[src/rtl/core/mksm_pkg.sv]
`timescale 1ns / 1ps
// ----------------------------------------------------------------------------
// mksm_pkg
// Types, constants and the per-keyword match step of the two-keyword
// stream matcher.
// ----------------------------------------------------------------------------
package mksm_pkg;

   localparam int unsigned MaxKeywordChars = 8;
   localparam int unsigned CharWidth       = 8;
   localparam int unsigned TextWidth       = 64;
   localparam int unsigned LengthWidth     = 4;
   localparam int unsigned PosWidth        = 3;
   localparam int unsigned CsrIndexWidth   = 2;

   typedef logic [CharWidth-1:0]     char_type;
   typedef logic [TextWidth-1:0]     text_type;
   typedef logic [LengthWidth-1:0]   length_type;
   typedef logic [PosWidth-1:0]      pos_type;
   typedef logic [CsrIndexWidth-1:0] csr_index_type;

   // register indexes of the configuration port
   typedef enum logic [CsrIndexWidth-1:0] {
      CSR_KEYWORD_TEXT_0   = 2'd0,
      CSR_KEYWORD_LENGTH_0 = 2'd1,
      CSR_KEYWORD_TEXT_1   = 2'd2,
      CSR_KEYWORD_LENGTH_1 = 2'd3
   } csr_reg_type;

   localparam text_type   KeywordText0Reset   = 64'h0000_0078_756E_694C;
   localparam length_type KeywordLength0Reset = 4'd5;
   localparam text_type   KeywordText1Reset   = 64'h0000_0000_6863_7241;
   localparam length_type KeywordLength1Reset = 4'd3;

   localparam length_type MaxLength = length_type'(MaxKeywordChars);

   typedef struct packed {
      logic hit_first;
      logic hit_second;
      logic seen_first;
      logic seen_second;
   } result_type;

   typedef struct packed {
      pos_type next_pos;
      logic    hit;
   } step_type;

   function automatic step_type match_step(text_type text, length_type len, pos_type pos,
                                           char_type rx_byte);
      length_type eff_len;
      length_type next;
      step_type   res;
      if (len == '0) begin
         eff_len = length_type'(1);
      end else if (len > MaxLength) begin
         eff_len = MaxLength;
      end else begin
         eff_len = len;
      end
      if (text[{pos, 3'b000} +: CharWidth] == rx_byte) begin
         next = {1'b0, pos} + length_type'(1);
      end else if (text[CharWidth-1:0] == rx_byte) begin
         next = length_type'(1);
      end else begin
         next = '0;
      end
      // completed keyword, also a stale position past a shortened length
      if (next >= eff_len) begin
         res.hit      = 1'b1;
         res.next_pos = '0;
      end else begin
         res.hit      = 1'b0;
         res.next_pos = next[PosWidth-1:0];
      end
      return res;
   endfunction

endpackage

[src/rtl/core/mksm_if.sv]
`timescale 1ns / 1ps
// ----------------------------------------------------------------------------
// mksm_req_if / mksm_rsp_if
// Valid/ready channels carrying received bytes in and match results out.
// ----------------------------------------------------------------------------
interface mksm_req_if;
   logic               valid;
   logic               ready;
   mksm_pkg::char_type rx_byte;

   modport source (output valid, output rx_byte, input ready);
   modport sink   (input valid, input rx_byte, output ready);
endinterface

interface mksm_rsp_if;
   logic valid;
   logic ready;
   logic hit_first;
   logic hit_second;
   logic seen_first;
   logic seen_second;

   modport source (output valid, output hit_first, output hit_second,
                   output seen_first, output seen_second, input ready);
   modport sink   (input valid, input hit_first, input hit_second,
                   input seen_first, input seen_second, output ready);
endinterface

[src/rtl/core/multi_keyword_stream_matcher_unit.sv]
`timescale 1ns / 1ps
// ----------------------------------------------------------------------------
// multi_keyword_stream_matcher_unit
// Watches a byte stream for two configurable keywords, one result per byte.
// ----------------------------------------------------------------------------
// each result is registered in the output register after its byte transfer, or
// sits in the skid entry while the output stalls and the output register is full
// throughput: 1 byte per cycle while the skid entry is empty, set by the single match update per keyword
// a two-entry output buffer keeps input flowing while a result waits
// reset (synchronous): match positions and seen flags cleared, keywords back
// to their default text and length, output buffer empty, input not ready
module multi_keyword_stream_matcher_unit (
   input  logic                         clock,
   input  logic                         reset,
   mksm_req_if.sink                     req_port,
   mksm_rsp_if.source                   rsp_port,
   input  logic                         csr_write_enable,
   input  mksm_pkg::csr_index_type      csr_index,
   input  mksm_pkg::text_type           csr_write_data
);

   mksm_pkg::text_type   text0_ff, text0_in, text1_ff, text1_in;
   mksm_pkg::length_type len0_ff, len0_in, len1_ff, len1_in;
   mksm_pkg::pos_type    pos0_ff, pos0_in, pos1_ff, pos1_in;
   logic                 seen0_ff, seen0_in, seen1_ff, seen1_in;

   mksm_pkg::result_type out_ff, out_in, skid_ff, skid_in, new_result;
   logic                 out_valid_ff, out_valid_in, skid_valid_ff, skid_valid_in;

   mksm_pkg::step_type   step0, step1;
   logic                 push, pop;

   assign req_port.ready = !reset && !skid_valid_ff;
   assign push = req_port.valid && !reset && !skid_valid_ff;
   assign pop  = out_valid_ff && rsp_port.ready;

   assign step0 = mksm_pkg::match_step(text0_ff, len0_ff, pos0_ff, req_port.rx_byte);
   assign step1 = mksm_pkg::match_step(text1_ff, len1_ff, pos1_ff, req_port.rx_byte);

   always_comb begin
      new_result.hit_first   = step0.hit;
      new_result.hit_second  = step1.hit;
      new_result.seen_first  = seen0_ff | step0.hit;
      new_result.seen_second = seen1_ff | step1.hit;
   end

   // configuration writes
   always_comb begin
      text0_in = text0_ff;
      len0_in  = len0_ff;
      text1_in = text1_ff;
      len1_in  = len1_ff;
      if (csr_write_enable) begin
         unique case (mksm_pkg::csr_reg_type'(csr_index))
            mksm_pkg::CSR_KEYWORD_TEXT_0:   text0_in = csr_write_data;
            mksm_pkg::CSR_KEYWORD_LENGTH_0: len0_in  = csr_write_data[mksm_pkg::LengthWidth-1:0];
            mksm_pkg::CSR_KEYWORD_TEXT_1:   text1_in = csr_write_data;
            mksm_pkg::CSR_KEYWORD_LENGTH_1: len1_in  = csr_write_data[mksm_pkg::LengthWidth-1:0];
            default: ;
         endcase
      end
   end

   // match state advances on each byte transfer
   always_comb begin
      pos0_in  = pos0_ff;
      pos1_in  = pos1_ff;
      seen0_in = seen0_ff;
      seen1_in = seen1_ff;
      if (push) begin
         pos0_in  = step0.next_pos;
         pos1_in  = step1.next_pos;
         seen0_in = new_result.seen_first;
         seen1_in = new_result.seen_second;
      end
   end

   // output register plus skid entry
   always_comb begin
      out_in        = out_ff;
      out_valid_in  = out_valid_ff;
      skid_in       = skid_ff;
      skid_valid_in = skid_valid_ff;
      if (!out_valid_ff || pop) begin
         if (skid_valid_ff) begin
            out_in        = skid_ff;
            out_valid_in  = 1'b1;
            skid_valid_in = 1'b0;
         end else begin
            out_in       = new_result;
            out_valid_in = push;
         end
      end else if (push) begin
         skid_in       = new_result;
         skid_valid_in = 1'b1;
      end
   end

   always_ff @(posedge clock) begin
      if (reset) begin
         text0_ff      <= mksm_pkg::KeywordText0Reset;
         len0_ff       <= mksm_pkg::KeywordLength0Reset;
         text1_ff      <= mksm_pkg::KeywordText1Reset;
         len1_ff       <= mksm_pkg::KeywordLength1Reset;
         pos0_ff       <= '0;
         pos1_ff       <= '0;
         seen0_ff      <= 1'b0;
         seen1_ff      <= 1'b0;
         out_valid_ff  <= 1'b0;
         skid_valid_ff <= 1'b0;
      end else begin
         text0_ff      <= text0_in;
         len0_ff       <= len0_in;
         text1_ff      <= text1_in;
         len1_ff       <= len1_in;
         pos0_ff       <= pos0_in;
         pos1_ff       <= pos1_in;
         seen0_ff      <= seen0_in;
         seen1_ff      <= seen1_in;
         out_valid_ff  <= out_valid_in;
         skid_valid_ff <= skid_valid_in;
      end
   end

   always_ff @(posedge clock) begin
      out_ff  <= out_in;
      skid_ff <= skid_in;
   end

   assign rsp_port.valid       = out_valid_ff;
   assign rsp_port.hit_first   = out_ff.hit_first;
   assign rsp_port.hit_second  = out_ff.hit_second;
   assign rsp_port.seen_first  = out_ff.seen_first;
   assign rsp_port.seen_second = out_ff.seen_second;

endmodule

[src/flat_wrapper.sv]
// flat-port wrapper written by rule: the top's interface ports become plain ports
module multi_keyword_stream_matcher_unit_flat 
  (clock, reset, csr_write_enable, csr_index, csr_write_data, req_port_valid, req_port_rx_byte, req_port_ready, rsp_port_valid, rsp_port_hit_first, rsp_port_hit_second, rsp_port_seen_first, rsp_port_seen_second, rsp_port_ready);
  mksm_req_if req_port_i ();
  mksm_rsp_if rsp_port_i ();
  input  logic clock;
  input  logic reset;
  input  logic csr_write_enable;
  input  mksm_pkg::csr_index_type csr_index;
  input  mksm_pkg::text_type csr_write_data;
  input wire logic [$bits(req_port_i.valid)-1:0] req_port_valid;
  input wire logic [$bits(req_port_i.rx_byte)-1:0] req_port_rx_byte;
  output wire logic [$bits(req_port_i.ready)-1:0] req_port_ready;
  output wire logic [$bits(rsp_port_i.valid)-1:0] rsp_port_valid;
  output wire logic [$bits(rsp_port_i.hit_first)-1:0] rsp_port_hit_first;
  output wire logic [$bits(rsp_port_i.hit_second)-1:0] rsp_port_hit_second;
  output wire logic [$bits(rsp_port_i.seen_first)-1:0] rsp_port_seen_first;
  output wire logic [$bits(rsp_port_i.seen_second)-1:0] rsp_port_seen_second;
  input wire logic [$bits(rsp_port_i.ready)-1:0] rsp_port_ready;
  assign req_port_i.valid = req_port_valid;
  assign req_port_i.rx_byte = req_port_rx_byte;
  assign req_port_ready = req_port_i.ready;
  assign rsp_port_valid = rsp_port_i.valid;
  assign rsp_port_hit_first = rsp_port_i.hit_first;
  assign rsp_port_hit_second = rsp_port_i.hit_second;
  assign rsp_port_seen_first = rsp_port_i.seen_first;
  assign rsp_port_seen_second = rsp_port_i.seen_second;
  assign rsp_port_i.ready = rsp_port_ready;
  multi_keyword_stream_matcher_unit u_core (.clock(clock), .reset(reset), .req_port(req_port_i), .rsp_port(rsp_port_i), .csr_write_enable(csr_write_enable), .csr_index(csr_index), .csr_write_data(csr_write_data));
endmodule
[config.mk]
export PLATFORM = sky130hd
export DESIGN_NAME = multi_keyword_stream_matcher_unit_flat
export DESIGN_NICKNAME = d
export VERILOG_FILES = /design/src/rtl/core/mksm_pkg.sv /design/src/rtl/core/mksm_if.sv /design/src/rtl/core/multi_keyword_stream_matcher_unit.sv /design/src/flat_wrapper.sv
export SDC_FILE = /design/constraint.sdc
export NUM_CORES = 1
export LEC_CHECK = 0
export ABC_AREA = 1
export ABC_CLOCK_PERIOD_IN_PS = 2850
export BUFFER_PORTS_ARGS = -buffer_cell sky130_fd_sc_hd__buf_2
export CAP_MARGIN = 15
export CELL_PAD_IN_SITES_DETAIL_PLACEMENT = 0
export CELL_PAD_IN_SITES_GLOBAL_PLACEMENT = 2
export CORE_AREA = 3 3 153 155
export CTS_BUF_LIST = sky130_fd_sc_hd__clkbuf_8
export DETAILED_ROUTE_END_ITERATION = 8
export DIE_AREA = 0 0 156 158
export GPL_ROUTABILITY_DRIVEN = 0
export HOLD_SLACK_MARGIN = 0.08
export PLACE_DENSITY_LB_ADDON = 0.1
export SYNTH_ARGS = -nofsm -noshare
export SYNTH_HDL_FRONTEND = slang
export SYNTH_SLANG_ARGS = --single-unit
[constraint.sdc]
create_clock -name clock -period 2.85 [get_ports clock]
set_input_delay 0.1425 -clock clock [delete_from_list [all_inputs] [get_ports clock]]
set_output_delay 0.1425 -clock clock [all_outputs]
set_load 0.05 [all_outputs]
### Word level (Yosys, flattened, before mapping)

Cells that the tools add are included.

* $add $sub $neg: 2
* multipliers: 0
* div/mod/pow operators: 0
* $lt $le $gt $ge: 4
* equality and inequality tests: 7
* shift-type cells: 2
* mux-type cells: 12
* bitwise gates (word level): 3
* reductions and logical operators: 17

Operators with widths (count)
* $shiftx 64x7->8: 2
* $mux 4: 9
* $eq 8x8->1: 4
* $reduce_and 2->1: 5
* $add 3x1->4 const B: 2
* $ge 4x4->1: 2
* $gt 4x4->1 const B: 2
* $logic_not 4->1: 2
* $eq 2x2->1 const B: 2
* $logic_and 1x1->1: 4
* $logic_not 1->1: 3
* $mux 1: 3
* $eq 2x1->1 const B: 1
* $logic_not 2->1: 1
* $or 1x1->1: 2
* $reduce_or 2->1: 1
* $logic_or 1x1->1: 1
* $not 1->1: 1

* register bits: 154
* latch bits: 0
* memory bits (writable): 0
* bits in read-only memories: 0
* bits of input ports: 79
* output and inout bits: 6
* word-level logic and storage cells: 65
* memories kept: 0

### Depth between registers and ports, before layout

* depth after elaboration: 7
* gate-level depth with buffers: 23
* gate-level depth less buffers: 21

### Least setup slack after synthesis

No wires, ideal clock.

* path type: register to register
* start: reg u_core.pos0_ff[0]
* end: reg u_core.pos0_ff[2]
* arrival time: 2.458 ns
* required time: 2.779 ns
* setup slack: 0.321 ns
* cell stages (with the launch flop): 22
* path buffers: 2
* clock period less this slack: 2.529 ns
* path through: dfxtp_1 -> buf_6 -> inv_4 -> buf_6 -> nand2_1 -> nand3_1 -> nand2_1 -> nand2_1 -> nand2_1 -> nand2_1 -> nand2_1 -> nand2_1 -> nor2_2 -> nand3_1 -> nor3_1 -> ha_1 -> a21oi_1 -> and3_1 -> nand2_1 -> nor2_1 -> nand4_1 -> a21oi_1

* cells in the longest elaborated chain, start to end: 5
* elaborated cells between the ends (all ways): 6
* classes of those cells: add/sub: 1; order compare: 1; eq/ne: 1; shift: 1; mux: 2

Ends and longest elaborated chain
* from (decl): line multi_keyword_stream_matcher_unit.sv:24 `mksm_pkg::pos_type pos0_ff, pos0_in, pos1_ff, pos1_in;`
* from (signal assigned): line multi_keyword_stream_matcher_unit.sv:116 `pos0_ff <= pos0_in;`
* $shiftx 64x7->8: line mksm_pkg.sv:61 `if (text[{pos, 3'b000} +: CharWidth] == rx_byte) begin`
* $eq 8x8->1: line mksm_pkg.sv:61
* $mux 4 (*): line mksm_pkg.sv:61
* $ge 4x4->1: line mksm_pkg.sv:69 `if (next >= eff_len) begin`
* $mux 4 (*): line mksm_pkg.sv:69

Mark *: on every way between the ends. The rest lies on a longest branch, timed or not.
A chain may end at the register's enable or synchronous reset.

### Final worst setup path

* start: reg u_core.pos1_ff[0]
* end: reg u_core.pos1_ff[0]

* cells in the longest elaborated chain, start to end: 5
* elaborated cells between the ends (all ways): 6
* classes of those cells: add/sub: 1; order compare: 1; eq/ne: 1; shift: 1; mux: 2

Ends and longest elaborated chain
* from (decl): line multi_keyword_stream_matcher_unit.sv:24
* from (signal assigned): line multi_keyword_stream_matcher_unit.sv:117 `pos1_ff <= pos1_in;`
* $shiftx 64x7->8: line mksm_pkg.sv:61
* $eq 8x8->1: line mksm_pkg.sv:61
* $mux 4 (*): line mksm_pkg.sv:61
* $ge 4x4->1: line mksm_pkg.sv:69
* $mux 4 (*): line mksm_pkg.sv:69

Marks and branches as above.

==> results.toml <==
[run_status]
status = "finished, violations left"
violations = "setup timing"

[cts]
cts.reportedPaths.clkPinSlew_ps = 100
h-tree-depth = 4
cts-root-buf = "clkbuf_8"
cts_tree = "built"
numClockSinks = 154
clkLatencyLatePin_ps = 460
cts_buffers = 17
cts.path.max_buffers = 2

[timing]
slew_headroom_pct = 59.0
finalSetupViolations = 5
finClkSkew_ps = 13.7
fin_hold_ws_ps = 106
timing.fmax_mhz = 346
worst_pin_slew_ps = 615
finalSetupTns_ps = -115
setup_ws_ps = -41.7
drv_slew = 0
rsz0062_at_grt = "yes"
timing.final.crit_share_pct = 101
hold_viol = 0
post-route-min-period_ps = 2890

[floorplanning]
die_w_microns = 156
core_area_sq_mm = 0.0220
num_rows = 54
io_pins = 85
fp.dieArea_sq_mm = 0.0246
start_util_pct = 34.3
die_y_microns = 158

[cells_and_area]
layout-drive-gt1-share_pct = 23.3
layout_commonest_cell = "nand2_1"
instances_no_fill = 1561
diodes = 0
final_cell_mix = "nand2_1, dfxtp_1, inv_1"
area_delta_synth_final_pct = 38.0
final_core_util_pct = 47.3
nNetsFinal = 1358
fillers = 2302

[yosys]
synth_enable_flop_cells = 8
synthCells = 1091
synth_area_leader_cell = "dfxtp_1"
synth_top_area_share_pct = 38.9
ys_seq_area_share_pct = 42.0
async_flop_share_pct = 0
yosys_warnings = 0
syn-cell-area_sq_mm = 0.00752
avgSynthCellArea_sq_um = 6.89
synth_top_cells_by_area = "dfxtp_1, nand2_1, nand3_1"
synth_flop_cell = "dfxtp_1"
synth.net_count = 1180
synth-seq-cells = 154
yosysUniqueCellTypes = 31

[grt]
grt_remaining_overflow = 0
grt_busiest_layer = "met2"
grtUsageTotal_pct = 22.8
grt_util_met3_pct = 3.53
antenna_found_initial = 0
grt_pass1_vias = 7508
met1_usage_pct = 31.5
grt_pass1_wl_microns = 43000
grtUsageMet2_pct = 37.5
grt_max_degree = 137

[critical_path]
crit_path_end_kind = "flop"
worstSetupPathType = "reg -> reg"
start_kind = "flop"
arrival_ps = 3280
crit_fanout = 7
ff2ff_path_depth = 22
crit_required_ps = 3240

[placed_design]
portBuffers = 84
dp.final_hpwl_microns = 18300
dp.cells = 1432

[detailed_routing]
drt-wirelength-per-cell_microns = 18.1
via_count = 7640
wl_microns = 28200
firstDrtPassIters = 7
ant_nets = 0
drc = 0
drt_iter0_drc = 500
vias_per_cell = 4.89

[pwr]
power.total_mw = 4.62
power.leakage_nw = 4.63
peakVddDrop_mv = 0.234
power_density_mw_per_mm2 = 446

[flow_run]
maxCapViolCount = 0

[hold_path]
worstHoldPathType = "in -> reg"
whs_path_depth = 4
## synthesized netlist by cell type (4+ instances only)
cell type / number
nand2_1: 258
dfxtp_1: 146
inv_1: 120
nand3_1: 113
nor2_1: 111
o21ai_0: 101
a21oi_1: 75
clkbuf_1: 42
o211ai_1: 31
xor2_1: 16
buf_6: 11
ha_1: 10
buf_2: 9
edfxtp_1: 8
nor2_2: 6
nor3_1: 5
buf_4: 4
nand4_1: 4
nor4_1: 4
## power breakdown
group          switching (mW)  internal, mW
clock                   0.929         0.716
sequential             0.0418          2.28
combinational           0.395         0.267
total                    1.37          3.26
## flip-flops by register name (all words and copies together) (netlist names)
signal / flops
u_core.len1_ff: 4
u_core.rsp_port.valid: 1
u_core.len0_ff: 4
u_core.rsp_port.seen_first: 1
u_core.rsp_port.hit_first: 1
u_core.rsp_port.seen_second: 1
u_core.pos0_ff: 3
u_core.rsp_port.hit_second: 1
u_core.text1_ff: 64
u_core.seen0_ff: 1
u_core.pos1_ff: 3
u_core.seen1_ff: 1
u_core.text0_ff: 64
u_core.skid_ff: 4
u_core.skid_valid_ff: 1
## stage by stage
step / cell area (sq um) / worst slack [ps]
3_5_place_dp: 8410 / -242
3_3_place_gp: 8410 / -284
6_report: 10400 / -41.7
2_1_floorplan: 7520 / 321
4_1_cts: 10100 / -61.9
5_1_grt: 10400 / -230
## repair_timing
action	CTS	global route
endpoints found under the hold margin	139	0
endpoints found under the setup margin	11	16
setup buffers	21	5
resized for setup	80	62
gates cloned	5	3
hold buffers	66	0
pin swaps	39	57
## path summary, 6_finish.rpt
path	end	slack [ps]	startpoint
worst max-delay path	u_core.pos1_ff[0]$_SDFFE_PP0P_	-40	u_core.pos1_ff[0]$_SDFFE_PP0P_
worst min-delay path	u_core.skid_valid_ff$_SDFFE_PP0P_	110	rsp_port_ready
worst max register to register	u_core.pos1_ff[0]$_SDFFE_PP0P_	-40	u_core.pos1_ff[0]$_SDFFE_PP0P_
worst min register to register	u_core.text0_ff[27]$_SDFFE_PP0P_	460	u_core.text0_ff[27]$_SDFFE_PP0P_
## layout make-up
type                       instances  area [sq um]  area share, %
timing repair inverter             3          38.8          0.374
multi-input combinational        746          3990           38.5
timing repair buffer             222          1930           18.6
clock inverter                    13           120           1.16
tap                              280           350           3.38
sequential                       154          3170           30.6
clock buffer                      18           248           2.39
inverter                         125           522           5.03
## worst max-delay path, cell delays in order (launching register included)
cell      delay [ps]
dfxtp_4          390
buf_12           180
buf_16           140
nand2_1           60
nand3_2           70
nand3_2           80
nand2_1           80
nand2_1           70
nand2_2          100
nand3_2          100
nor2_4           150
buf_6            120
nand2_4           60
nor2_4           110
ha_4             210
inv_2             40
nor2_1            30
o211ai_1         170
nand3_1          150
nor3_2           130
buf_4            170
nand3_4           90
a21oi_2          130
## per-layer routing
| metal | routed length, microns | vias up |
|---|---|---|
| li1 | - | 3869 |
| met1 | 13800 | 3613 |
| met2 | 13100 | 137 |
| met3 | 934 | 21 |
| met4 | 393 | 0 |
| met5 | 0 | - |
## kinds of logic after synthesis
| group | count (synthesis) | synth area share, % |
|---|---|---|
| adder cells (fa/ha/maj) | 10 | 1.66 |
| AND/OR/NAND/NOR | 507 | 28.0 |
| AO/OA/AOI/OAI | 213 | 15.4 |
| XOR/XNOR | 16 | 1.86 |
| flip-flops | 154 | 42.0 |
| buffers and inverters | 191 | 11.1 |
Note: power is estimated with default switching activity, not from simulation.
